--- src/hdl/lpf_pkg.sv ---
package lpf_pkg;

  localparam int unsigned CFG_IDX_W = 3;
  localparam int unsigned CFG_DATA_W = 64;

  localparam logic [CFG_IDX_W-1:0] CFG_FRAME_LENGTH  = 3'd0;
  localparam logic [CFG_IDX_W-1:0] CFG_PAN_ID        = 3'd1;
  localparam logic [CFG_IDX_W-1:0] CFG_UDP_SRC_PORT  = 3'd2;
  localparam logic [CFG_IDX_W-1:0] CFG_UDP_DST_PORT  = 3'd3;
  localparam logic [CFG_IDX_W-1:0] CFG_SPARED_ADDR_A = 3'd4;
  localparam logic [CFG_IDX_W-1:0] CFG_SPARED_ADDR_B = 3'd5;

  localparam logic [6:0] FRAME_LENGTH_RST = 7'd124;

  localparam logic [3:0] RSN_JAM     = 4'd0;
  localparam logic [3:0] RSN_LENGTH  = 4'd1;
  localparam logic [3:0] RSN_TYPE    = 4'd2;
  localparam logic [3:0] RSN_SEC     = 4'd3;
  localparam logic [3:0] RSN_PANCOMP = 4'd4;
  localparam logic [3:0] RSN_VERSION = 4'd5;
  localparam logic [3:0] RSN_DSTMODE = 4'd6;
  localparam logic [3:0] RSN_SRCMODE = 4'd7;
  localparam logic [3:0] RSN_PANID   = 4'd8;
  localparam logic [3:0] RSN_DISPATCH = 4'd9;
  localparam logic [3:0] RSN_IPHC    = 4'd10;
  localparam logic [3:0] RSN_NHC     = 4'd11;
  localparam logic [3:0] RSN_SRCPORT = 4'd12;
  localparam logic [3:0] RSN_DSTPORT = 4'd13;
  localparam logic [3:0] RSN_SPARED  = 4'd14;

  localparam logic [5:0] POS_LEN       = 6'd0;
  localparam logic [5:0] POS_FCF_LO    = 6'd1;
  localparam logic [5:0] POS_FCF_HI    = 6'd2;
  localparam logic [5:0] POS_PAN_LO    = 6'd4;
  localparam logic [5:0] POS_PAN_HI    = 6'd5;
  localparam logic [5:0] POS_DST_FIRST = 6'd6;
  localparam logic [5:0] POS_DST_LAST  = 6'd13;
  localparam logic [5:0] POS_SRC_FIRST = 6'd14;
  localparam logic [5:0] POS_SRC_LAST  = 6'd21;
  localparam logic [5:0] POS_DISPATCH  = 6'd22;
  localparam logic [5:0] POS_IPHC_LO   = 6'd26;
  localparam logic [5:0] POS_IPHC_HI   = 6'd27;
  localparam logic [5:0] POS_NHC       = 6'd28;
  localparam logic [5:0] POS_SPORT_HI  = 6'd29;
  localparam logic [5:0] POS_SPORT_LO  = 6'd30;
  localparam logic [5:0] POS_DPORT_HI  = 6'd31;
  localparam logic [5:0] POS_LAST      = 6'd32;

  typedef struct packed {
    logic [7:0] data_byte;
    logic       frame_start;
  } in_word_t;

  typedef struct packed {
    logic       jam;
    logic [3:0] reason;
  } out_word_t;

  typedef struct packed {
    logic [6:0]  frame_length;
    logic [15:0] pan_id;
    logic [15:0] udp_src_port;
    logic [15:0] udp_dst_port;
  } chk_cfg_t;

endpackage

--- src/hdl/lpf_byte_check.sv ---
module lpf_byte_check (
  input  logic [5:0]          pos,
  input  logic [7:0]          data_byte,
  input  lpf_pkg::chk_cfg_t   cfg,
  output logic [3:0]          reason
);

  always_comb begin
    reason = lpf_pkg::RSN_JAM;
    case (pos)
      lpf_pkg::POS_LEN: begin
        if (data_byte != {1'b0, cfg.frame_length}) reason = lpf_pkg::RSN_LENGTH;
      end
      lpf_pkg::POS_FCF_LO: begin
        if ((data_byte & 8'h07) != 8'h01) reason = lpf_pkg::RSN_TYPE;
        else if ((data_byte & 8'h08) != 8'h00) reason = lpf_pkg::RSN_SEC;
        else if ((data_byte & 8'h40) == 8'h00) reason = lpf_pkg::RSN_PANCOMP;
      end
      lpf_pkg::POS_FCF_HI: begin
        if ((data_byte & 8'h30) != 8'h10) reason = lpf_pkg::RSN_VERSION;
        else if ((data_byte & 8'h0c) != 8'h0c) reason = lpf_pkg::RSN_DSTMODE;
        else if ((data_byte & 8'hc0) != 8'hc0) reason = lpf_pkg::RSN_SRCMODE;
      end
      lpf_pkg::POS_PAN_LO: begin
        if (data_byte != cfg.pan_id[7:0]) reason = lpf_pkg::RSN_PANID;
      end
      lpf_pkg::POS_PAN_HI: begin
        if (data_byte != cfg.pan_id[15:8]) reason = lpf_pkg::RSN_PANID;
      end
      lpf_pkg::POS_DISPATCH: begin
        if ((data_byte & 8'hf8) != 8'hc0) reason = lpf_pkg::RSN_DISPATCH;
      end
      lpf_pkg::POS_IPHC_LO: begin
        if (!(data_byte inside {8'h7d, 8'h7e, 8'h7f})) reason = lpf_pkg::RSN_IPHC;
      end
      lpf_pkg::POS_IPHC_HI: begin
        if (data_byte != 8'h33) reason = lpf_pkg::RSN_IPHC;
      end
      lpf_pkg::POS_NHC: begin
        if (data_byte != 8'hf0) reason = lpf_pkg::RSN_NHC;
      end
      lpf_pkg::POS_SPORT_HI: begin
        if (data_byte != cfg.udp_src_port[15:8]) reason = lpf_pkg::RSN_SRCPORT;
      end
      lpf_pkg::POS_SPORT_LO: begin
        if (data_byte != cfg.udp_src_port[7:0]) reason = lpf_pkg::RSN_SRCPORT;
      end
      lpf_pkg::POS_DPORT_HI: begin
        if (data_byte != cfg.udp_dst_port[15:8]) reason = lpf_pkg::RSN_DSTPORT;
      end
      lpf_pkg::POS_LAST: begin
        if (data_byte != cfg.udp_dst_port[7:0]) reason = lpf_pkg::RSN_DSTPORT;
      end
      default: reason = lpf_pkg::RSN_JAM;
    endcase
  end

endmodule

--- src/hdl/lowpan_udp_frame_filter_top.sv ---
// 802.15.4 / 6LoWPAN UDP frame filter. Feed received frame bytes one word per
// clock, the PHY length byte flagged by frame_start; a word is taken every
// cycle unless a held result word blocks the result register, and its verdict,
// if it causes one, reaches the output when the word moves on from the one
// input register into the one result register. Only the first failed
// check of a frame, or the final jam / spared-pair verdict on the last
// UDP destination port byte, produces a result word; later bytes of that
// frame are dropped until the next frame_start. Configuration writes are
// applied at once and must only be issued while no frame is being checked.
module lowpan_udp_frame_filter_top (
  input  logic                              clk,
  input  logic                              rst_n,
  input  logic                              in_valid,
  output logic                              in_stall,
  input  lpf_pkg::in_word_t                 in_word,
  output logic                              out_valid,
  input  logic                              out_stall,
  output lpf_pkg::out_word_t                out_word,
  input  logic                              cfg_we,
  input  logic [lpf_pkg::CFG_IDX_W-1:0]     cfg_index,
  input  logic [lpf_pkg::CFG_DATA_W-1:0]    cfg_wdata
);

  lpf_pkg::chk_cfg_t  cfg_r;
  logic [63:0]        spared_a_r;
  logic [63:0]        spared_b_r;

  logic               in_valid_r;
  lpf_pkg::in_word_t  in_word_r;
  logic               out_valid_r;
  lpf_pkg::out_word_t out_word_r;

  logic [5:0]         pos_r, pos_nxt;
  logic               checking_r, checking_nxt;
  logic [63:0]        dst_r, dst_nxt;
  logic [63:0]        src_r, src_nxt;

  logic               in_acc;
  logic               move;
  logic               active;
  logic [5:0]         pos;
  logic [2:0]         lane;
  logic [3:0]         chk_reason;
  logic [3:0]         reason;
  logic               res_valid;
  logic               spared;

  always_ff @(posedge clk) begin
    if (!rst_n) begin
      cfg_r.frame_length <= lpf_pkg::FRAME_LENGTH_RST;
      cfg_r.pan_id       <= '0;
      cfg_r.udp_src_port <= '0;
      cfg_r.udp_dst_port <= '0;
      spared_a_r         <= '0;
      spared_b_r         <= '0;
    end else if (cfg_we) begin
      case (cfg_index)
        lpf_pkg::CFG_FRAME_LENGTH:  cfg_r.frame_length <= cfg_wdata[6:0];
        lpf_pkg::CFG_PAN_ID:        cfg_r.pan_id       <= cfg_wdata[15:0];
        lpf_pkg::CFG_UDP_SRC_PORT:  cfg_r.udp_src_port <= cfg_wdata[15:0];
        lpf_pkg::CFG_UDP_DST_PORT:  cfg_r.udp_dst_port <= cfg_wdata[15:0];
        lpf_pkg::CFG_SPARED_ADDR_A: spared_a_r         <= cfg_wdata;
        lpf_pkg::CFG_SPARED_ADDR_B: spared_b_r         <= cfg_wdata;
        default: ;
      endcase
    end
  end

  assign move     = in_valid_r && (!out_valid_r || !out_stall);
  assign in_stall = in_valid_r && !move;
  assign in_acc   = in_valid && !in_stall;

  assign active = in_word_r.frame_start || checking_r;
  assign pos    = in_word_r.frame_start ? lpf_pkg::POS_LEN : pos_r;
  assign lane   = (pos inside {[lpf_pkg::POS_DST_FIRST:lpf_pkg::POS_DST_LAST]}) ?
                  3'(pos - lpf_pkg::POS_DST_FIRST) : 3'(pos - lpf_pkg::POS_SRC_FIRST);

  lpf_byte_check u_check (
    .pos       (pos),
    .data_byte (in_word_r.data_byte),
    .cfg       (cfg_r),
    .reason    (chk_reason)
  );

  // addresses are complete long before the last byte, so the stored copies are used
  assign spared = (src_r == spared_a_r && dst_r == spared_b_r) ||
                  (src_r == spared_b_r && dst_r == spared_a_r);

  always_comb begin
    reason = chk_reason;
    if (chk_reason == lpf_pkg::RSN_JAM && pos == lpf_pkg::POS_LAST && spared) begin
      reason = lpf_pkg::RSN_SPARED;
    end
  end

  assign res_valid = active && (chk_reason != lpf_pkg::RSN_JAM || pos == lpf_pkg::POS_LAST);

  always_comb begin
    pos_nxt      = pos_r;
    checking_nxt = checking_r;
    dst_nxt      = dst_r;
    src_nxt      = src_r;
    if (move && active) begin
      pos_nxt = pos + 6'd1;
      if (in_word_r.frame_start) begin
        dst_nxt = '0;
        src_nxt = '0;
      end
      if (pos inside {[lpf_pkg::POS_DST_FIRST:lpf_pkg::POS_DST_LAST]}) begin
        dst_nxt[8*lane +: 8] = in_word_r.data_byte;
      end else if (pos inside {[lpf_pkg::POS_SRC_FIRST:lpf_pkg::POS_SRC_LAST]}) begin
        src_nxt[8*lane +: 8] = in_word_r.data_byte;
      end
      checking_nxt = !res_valid;
    end
  end

  always_ff @(posedge clk) begin
    if (!rst_n) begin
      in_valid_r  <= 1'b0;
      out_valid_r <= 1'b0;
      pos_r       <= '0;
      checking_r  <= 1'b0;
      dst_r       <= '0;
      src_r       <= '0;
    end else begin
      if (in_acc) in_valid_r <= 1'b1;
      else if (move) in_valid_r <= 1'b0;
      if (move) out_valid_r <= res_valid;
      else if (!out_stall) out_valid_r <= 1'b0;
      pos_r      <= pos_nxt;
      checking_r <= checking_nxt;
      dst_r      <= dst_nxt;
      src_r      <= src_nxt;
    end
  end

  always_ff @(posedge clk) begin
    if (in_acc) in_word_r <= in_word;
    if (move && res_valid) begin
      out_word_r.jam    <= (reason == lpf_pkg::RSN_JAM);
      out_word_r.reason <= reason;
    end
  end

  assign out_valid = out_valid_r;
  assign out_word  = out_word_r;

  a_jam_code: assert property (@(posedge clk) disable iff (!rst_n)
    out_valid_r |-> (out_word_r.jam == (out_word_r.reason == lpf_pkg::RSN_JAM)))
    else $error("jam flag disagrees with reason");

  a_verdict_stops: assert property (@(posedge clk) disable iff (!rst_n)
    (move && res_valid) |=> !checking_r)
    else $error("checking continues after a verdict");

  a_jam_at_end: assert property (@(posedge clk) disable iff (!rst_n)
    (move && res_valid && reason == lpf_pkg::RSN_JAM) |-> pos == lpf_pkg::POS_LAST)
    else $error("jam verdict before the last port byte");

  a_stall_only_full: assert property (@(posedge clk) disable iff (!rst_n)
    in_stall |-> (in_valid_r && out_valid_r))
    else $error("input stalled with room downstream");

endmodule
--- config.mk ---
export PLATFORM = sky130hd
export DESIGN_NAME = lowpan_udp_frame_filter_top
export DESIGN_NICKNAME = d
export VERILOG_FILES = /design/src/hdl/lpf_pkg.sv /design/src/hdl/lpf_byte_check.sv /design/src/hdl/lowpan_udp_frame_filter_top.sv
export SDC_FILE = /design/constraint.sdc
export NUM_CORES = 1
export LEC_CHECK = 0
export ABC_AREA = 1
export BUFFER_PORTS_ARGS = -buffer_cell sky130_fd_sc_hd__buf_4
export CORE_AREA = 2 2 170 172
export CTS_CLUSTER_DIAMETER = 80
export DETAILED_ROUTE_END_ITERATION = 16
export DIE_AREA = 0 0 172 174
export GPL_ROUTABILITY_DRIVEN = 0
export PLACE_DENSITY = 0.83
export SLEW_MARGIN = 20
export SYNTH_ARGS = -nofsm -noshare
export SYNTH_HDL_FRONTEND = slang
export SYNTH_SLANG_ARGS = --single-unit
--- constraint.sdc ---
create_clock -name clk -period 5.9 [get_ports clk]
set_input_delay 0.295 -clock clk [delete_from_list [all_inputs] [get_ports clk]]
set_output_delay 0.295 -clock clk [all_outputs]
set_load 0.1 [all_outputs]
# Yosys cells after proc, flatten, opt, wreduce, memory -nomap -nowiden
# Index checks and enable logic that the tools add are counted.
[word_totals]
reg_bits = 334
output_inout_bits = 7
elab_cells = 134
in_bits = 81
[classes]
shifts = 2
reduce_logical = 35
mux = 34
n_lt_le_gt_ge = 4
eq_ne = 39
n_addsub = 4
[ops]
columns = ["op", "n"]
rows = [
  ["two-way mux 64 bit", 7],
  ["== test 64 bit", 4],
  ["bitwise mux 64 bit", 2],
  ["variable shift 8 x 34 -> 64 bit (first input constant)", 1],
  ["indexed part select 8 x 34 -> 64 bit", 1],
  ["two-way mux 4 bit", 15],
  ["case mux 4 bit (13 select lines)", 1],
  ["inequality test 8 bit", 6],
  ["== test 6 x 5 -> 1 bit (second input constant)", 7],
  ["negator 6 -> 34 bit", 1],
  ["== test 8 x 7 -> 1 bit (second input constant)", 3],
  ["== test 6 x 3 -> 1 bit (second input constant)", 2],
  ["logical AND 1 bit", 12],
  ["AND reduction 2 bit", 6],
  ["two-way mux 3 bit", 3],
  ["logical NOT 4 bit", 2],
  ["logical NOT 8 bit", 1],
  ["inequality test 8 x 6 -> 1 bit (second input constant)", 1],
  ["inequality test 8 x 7 -> 1 bit", 1],
  ["inequality test 8 bit (second input constant)", 1],
  ["adder 6 x 1 -> 6 bit (second input constant)", 1],
  ["== test 3 x 2 -> 1 bit (second input constant)", 2],
  ["== test 3 bit (second input constant)", 2],
  ["== test 6 x 1 -> 1 bit (second input constant)", 1],
  ["other kinds (21)", 35],
]

# Depth between registers and ports, before layout
[logic_depth]
depth_word = 10
depth_mapped = 20
ltp_nobuf = 19

# Cells and area by module
# From an unflattened synthesis, not the netlist that was laid out.
[hier_totals]
hier_cells = 2673
hier_area_um2 = 18136.1
[modules_own_cells]
columns = ["module", "cells_per_inst", "seq_area_each_um2", "instances", "area_each_um2"]
rows = [
  ["lowpan_udp_frame_filter_top", 2440, 6826.5, 1, 16853.7],
  ["lpf_byte_check", 233, 0.0, 1, 1282.5],
]

# Least setup slack after synthesis
# OpenSTA, ideal clock, no wires.
[synth_path]
kind = "reg2reg"
from = "reg out_valid_r (netlist: out_valid)"
to = "reg in_word_r[0] in the netlist's numbering, enable pin"
n_path_buf = 0
setup_ns = 0.278
slack_ns = 2.787
required_ns = 5.622
synth_period_minus_slack_ns = 3.113
path_stages_with_launch = 6
arrival_time_ns = 2.834
cell_sequence = "dfxtp_1 nand2_1 nor2_1 inv_1 nand2_1 inv_1"
[synth_via]
elab_chain_len = 7
[synth_rtl]
columns = ["element", "line_no", "source"]
rows = [
  ["start, declared", "lowpan_udp_frame_filter_top.sv:30", "logic out_valid_r;"],
  ["start signal, assigned", "lowpan_udp_frame_filter_top.sv:129", "if (move) out_valid_r <= res_valid;"],
  ["logical NOT 1 bit", "lowpan_udp_frame_filter_top.sv:69", "assign move = in_valid_r && (!out_valid_r || !out_stall);"],
  ["logical OR 1 bit", "lowpan_udp_frame_filter_top.sv:69", ""],
  ["logical AND 1 bit", "lowpan_udp_frame_filter_top.sv:69", ""],
  ["logical NOT 1 bit", "lowpan_udp_frame_filter_top.sv:70", "assign in_stall = in_valid_r && !move;"],
  ["logical AND 1 bit", "lowpan_udp_frame_filter_top.sv:70", ""],
  ["net in_stall", "lowpan_udp_frame_filter_top.sv:14", "output logic in_stall,"],
  ["logical NOT 1 bit", "lowpan_udp_frame_filter_top.sv:71", "assign in_acc = in_valid && !in_stall;"],
  ["logical AND 1 bit", "lowpan_udp_frame_filter_top.sv:71", ""],
  ["net in_acc", "lowpan_udp_frame_filter_top.sv:38", "logic in_acc;"],
  ["end signal, assigned", "lowpan_udp_frame_filter_top.sv:139", "if (in_acc) in_word_r <= in_word;"],
  ["end, declared", "lowpan_udp_frame_filter_top.sv:29", "lpf_pkg::in_word_t in_word_r;"],
]
# The timed path passes the listed nets, and every way through them passes these cells.
# A chain may end at the register's enable or synchronous reset.

# Worst setup path in the final report
[layout_path]
from = "reg in_word_r[0] in the netlist's numbering"
to = "reg src_r[38]"
[layout_via]
elab_chain_len = 9
elab_cells_between_ends = 20
classes_between = "add/sub: 3; order compare: 4; shift: 2; mux: 7; reduce/logical: 4"
[layout_rtl]
columns = ["element", "line_no", "source"]
rows = [
  ["two-way mux 6 bit", "lowpan_udp_frame_filter_top.sv:74", "assign pos = in_word_r.frame_start ? lpf_pkg::POS_LEN : pos_r;"],
  ["greater-or-equal comparator 6 x 3 -> 1 bit / less-or-equal comparator 6 x 4 -> 1 bit (equally long branches)", "lowpan_udp_frame_filter_top.sv:75, lowpan_udp_frame_filter_top.sv:109", ""],
  ["logical AND 1 bit", "lowpan_udp_frame_filter_top.sv:75, lowpan_udp_frame_filter_top.sv:109", ""],
  ["two-way mux 3 bit", "lowpan_udp_frame_filter_top.sv:75", "assign lane = (pos inside {[lpf_pkg::POS_DST_FIRST:lpf_pkg::POS_DST_LAST]}) ?"],
  ["negator 6 -> 34 bit", "lowpan_udp_frame_filter_top.sv:112", "src_nxt[8*lane +: 8] = in_word_r.data_byte;"],
  ["indexed part select 8 x 34 -> 64 bit / variable shift 8 x 34 -> 64 bit (equally long branches)", "lowpan_udp_frame_filter_top.sv:112", ""],
  ["bitwise mux 64 bit", "lowpan_udp_frame_filter_top.sv:112", ""],
  ["two-way mux 64 bit", "lowpan_udp_frame_filter_top.sv:111", "end else if (pos inside {[lpf_pkg::POS_SRC_FIRST:lpf_pkg::POS_SRC_LAST]}) begin"],
  ["two-way mux 64 bit", "lowpan_udp_frame_filter_top.sv:109", "if (pos inside {[lpf_pkg::POS_DST_FIRST:lpf_pkg::POS_DST_LAST]}) begin"],
  ["end signal, assigned", "lowpan_udp_frame_filter_top.sv:134", "src_r <= src_nxt;"],
  ["end, declared", "lowpan_udp_frame_filter_top.sv:36", "logic [63:0] src_r, src_nxt;"],
]
# Parallel ways exist; a longest one is shown, timed or not. The select of a mux whose other input is x is not followed.

==> reports/results.txt <==
Switching Fraction -> 26.95%
Comb pwr share -> 11.4%
worst hold path depth -> 3
final setup TNS -> 0 ps
Final Hold Vio Count -> 0
Critical Path Fanout Max -> 29
row count -> 62
First-pass DRT Iterations -> 6
fmax -> 234.9 MHz
DRT antenna net count -> 0
I/O Pins -> 88
ys flop type -> dfxtp_1
final net count -> 2,734
cell mode on critical path -> inv_2
antenna violations before repair -> 0
final non-filler cell total -> 3,056
TritonCTS Buffers -> 37
Synth async-reset ratio -> 0%
Worst-Margin Slew -> 1112 ps
Hold Path Class -> in -> reg
area of the die -> 0.02993 mm²
largest net degree at the start of global routing -> 81
Synthesized Nets -> 2,699
CP Cell Sequence -> buf_4, inv_2, nand2_2, inv_2, ha_1, inv_2, nor2_4, nand2_1, o21a_1, nor3_4, buf_4, nand2_4, a21oi_1, o21ai_0, a21oi_1
synth unique cells -> 39
Int Power -> 3.866 mW
vias in the first global route -> 16,600
CTS sink cnt -> 334
fin crit share -> 72.14%
Reg clk slew, reported paths -> 60 ps
WP data required -> 6340 ps
DR iter-0 viols -> 2,121
global-route wire length before repair -> 86,040 µm
CP Launch Type -> flip-flop
Initial Util -> 63.75%
crit-path leading delay family -> simple AND/OR/NAND/NOR gates
most common cell after layout, fill and taps aside -> nand2_1
CTS resizes -> 0
relative slew slack -> 25.29%
Ys Warns -> 0
vias per cell -> 5.911
Clock Root Buffer -> clkbuf_16
HPWL after DPL -> 36,710 µm
crit path DAT -> 4700 ps
Global Route Usage Sum -> 35.91%
most frequent cells in the layout -> nand2_1 (457), nor2_1 (407), dfxtp_1 (320)
Reg power frac -> 45.7%
cell count after synthesis -> 2,611
Clk Latency, worst-skew pair -> 530 ps
CP max-delay cell -> nor3_4
CP bufs+invs -> 5
CTS tree -> yes
die height -> 174 µm
unrepaired setup endpoints after global routing -> false
CTS H-tree lvls -> 2
Routed WL -> 54,550 µm
WP depth -> 15
share of cells above drive strength 1 -> 9.244%
LEAKAGE -> 9.016 nW
Max Cap Viol -> 0
status -> complete, no violations
min Tclk post-route -> 4256 ps
P&R area growth vs syn -> 12.24%
Syn Area/Cell -> 6.894 µm²
fin. max-slew vios -> 0
IO Port Bufs -> 87
Clock power frac -> 42.8%
Post-synth EDFFs -> 14
die width -> 172 µm
ant diodes -> 0
Placed Cells incl. Taps -> 2,964
# setup viols final -> 0
Critical Path End Type -> flip-flop
post-synthesis sequential area ratio -> 37.92%
worst setup path category -> reg -> reg
Largest stage delay, worst path -> 790 ps
via count -> 18,060
Routed wire per std cell -> 17.85 µm
# DRC -> 0
GRT overflow -> 0
worst vdd ir -> 0.2412 mV
#FFs+latches synth -> 334
pwr/cell area -> 261.9 mW/mm²
Clock Tree Buf Depth -> 3
core area -> 0.02824 mm²
Cell Area, Synth -> 0.01800 mm²
clk_skew -> 22.74 ps
R2R depth -> 15
switching power total -> 1.426 mW
==> worst min-delay path, stage by stage <==
cell and delay (ps):
buf_4 80, nor2_1 40, nor2_1 80
==> registers in the layout, indices dropped and copies added, names as in the netlist <==
name / flops
src_r: 64
pos_r: 6
cfg_r: 55
out_valid: 1
spared_b_r: 64
in_valid_r: 1
checking_r: 1
dst_r: 64
out_word: 5
in_word_r: 9
spared_a_r: 64
==> worst paths after layout <==
check	to	slack, ps	startpoint
worst max-delay path	src_r[38]	1640	in_word_r[0]
worst min-delay path	spared_b_r[16]	3	cfg_wdata[16]
worst max register to register	src_r[38]	1640	in_word_r[0]
worst min register to register	cfg_r[9]	460	cfg_r[9]
==> power groups by stage <==
stage | Sequential [mW] | Combinational [mW] | Clock [mW]
after floorplan | 2.44 | 0.370 | 0
after global placement | 2.46 | 0.557 | 0
after detailed placement | 2.47 | 0.571 | 0
after CTS | 2.42 | 0.590 | 2.27
after global routing | 2.43 | 0.658 | 2.37
final | 2.42 | 0.606 | 2.27
==> cells by family after synthesis <==
kind of cell             share of synthesized area [%]
XOR/XNOR                                         9.682
flip-flops                                       37.92
AO/OA/AOI/OAI                                    16.25
buffers and inverters                            7.472
adder cells (fa/ha/maj)                         0.4865
AND/OR/NAND/NOR                                  28.19
==> cell usage after synthesis (9+ instances only) <==
library cell	instances	area share (%)
a21oi_1	161	4.5
a31oi_1	10	0.35
buf_1	9	0.19
buf_2	10	0.28
clkbuf_1	112	2.3
dfxtp_1	320	36
edfxtp_1	14	2.3
inv_1	206	4.3
inv_2	9	0.19
nand2_1	457	9.5
nand3_1	133	3.7
nand4_1	30	1.0
nor2_1	409	8.5
nor3_1	74	2.1
o211ai_1	80	3.3
o21ai_0	256	7.1
o22ai_1	9	0.31
or2_2	57	2.0
xnor2_1	93	4.5
xor2_1	106	5.2
==> routing by layer <==
metal  vias to the layer above  global-route usage (%)  part of all wire (%)
met5                         -                       0                     0
met4                         0                   18.77                   5.7
met3                       206                   6.034                   9.4
met2                       937                   58.17                    46
met1                      8333                   45.82                    39
li1                       8588                       -                     -
==> timing repair <==
action                                  in CTS  in global routing
endpoints found under the setup margin       0                  0
hold buffers                                27                  0
buffers inserted                             0                  0
endpoints found under the hold margin       31                  0
==> area by class of cell <==
| type | instances | area [µm²] |
|---|---|---|
| inverters | 218 | 818.3 |
| repair buffers | 129 | 1036 |
| fillers | 2287 | 8033 |
| well taps | 384 | 480.5 |
| clock inverters | 8 | 58.81 |
| multi-input cells | 1926 | 9861 |
| flip-flops and latches | 334 | 6827 |
| clock buffers | 57 | 1124 |
==> stage by stage <==
| step | setup slack [ps] | hold slack, ps | util, % | power (mW) | instance area, µm² |
|---|---|---|---|---|---|
| 6_report | 1644 | 3.169 | 71.55 | 5.292 | 20200 |
| 5_1_grt | 1324 | 10.17 | 71.55 | 5.450 | 20200 |
| 4_1_cts | 1768 | 0.4254 | 71.53 | 5.279 | 20200 |
| 3_5_place_dp | 1798 | 449.7 | 66.39 | 3.037 | 18750 |
| 3_3_place_gp | 1986 | 443.3 | 66.39 | 3.020 | 18750 |
| 2_1_floorplan | 2787 | 393.9 | - | 2.814 | 18000 |
Power figures use the tool's default switching activity.
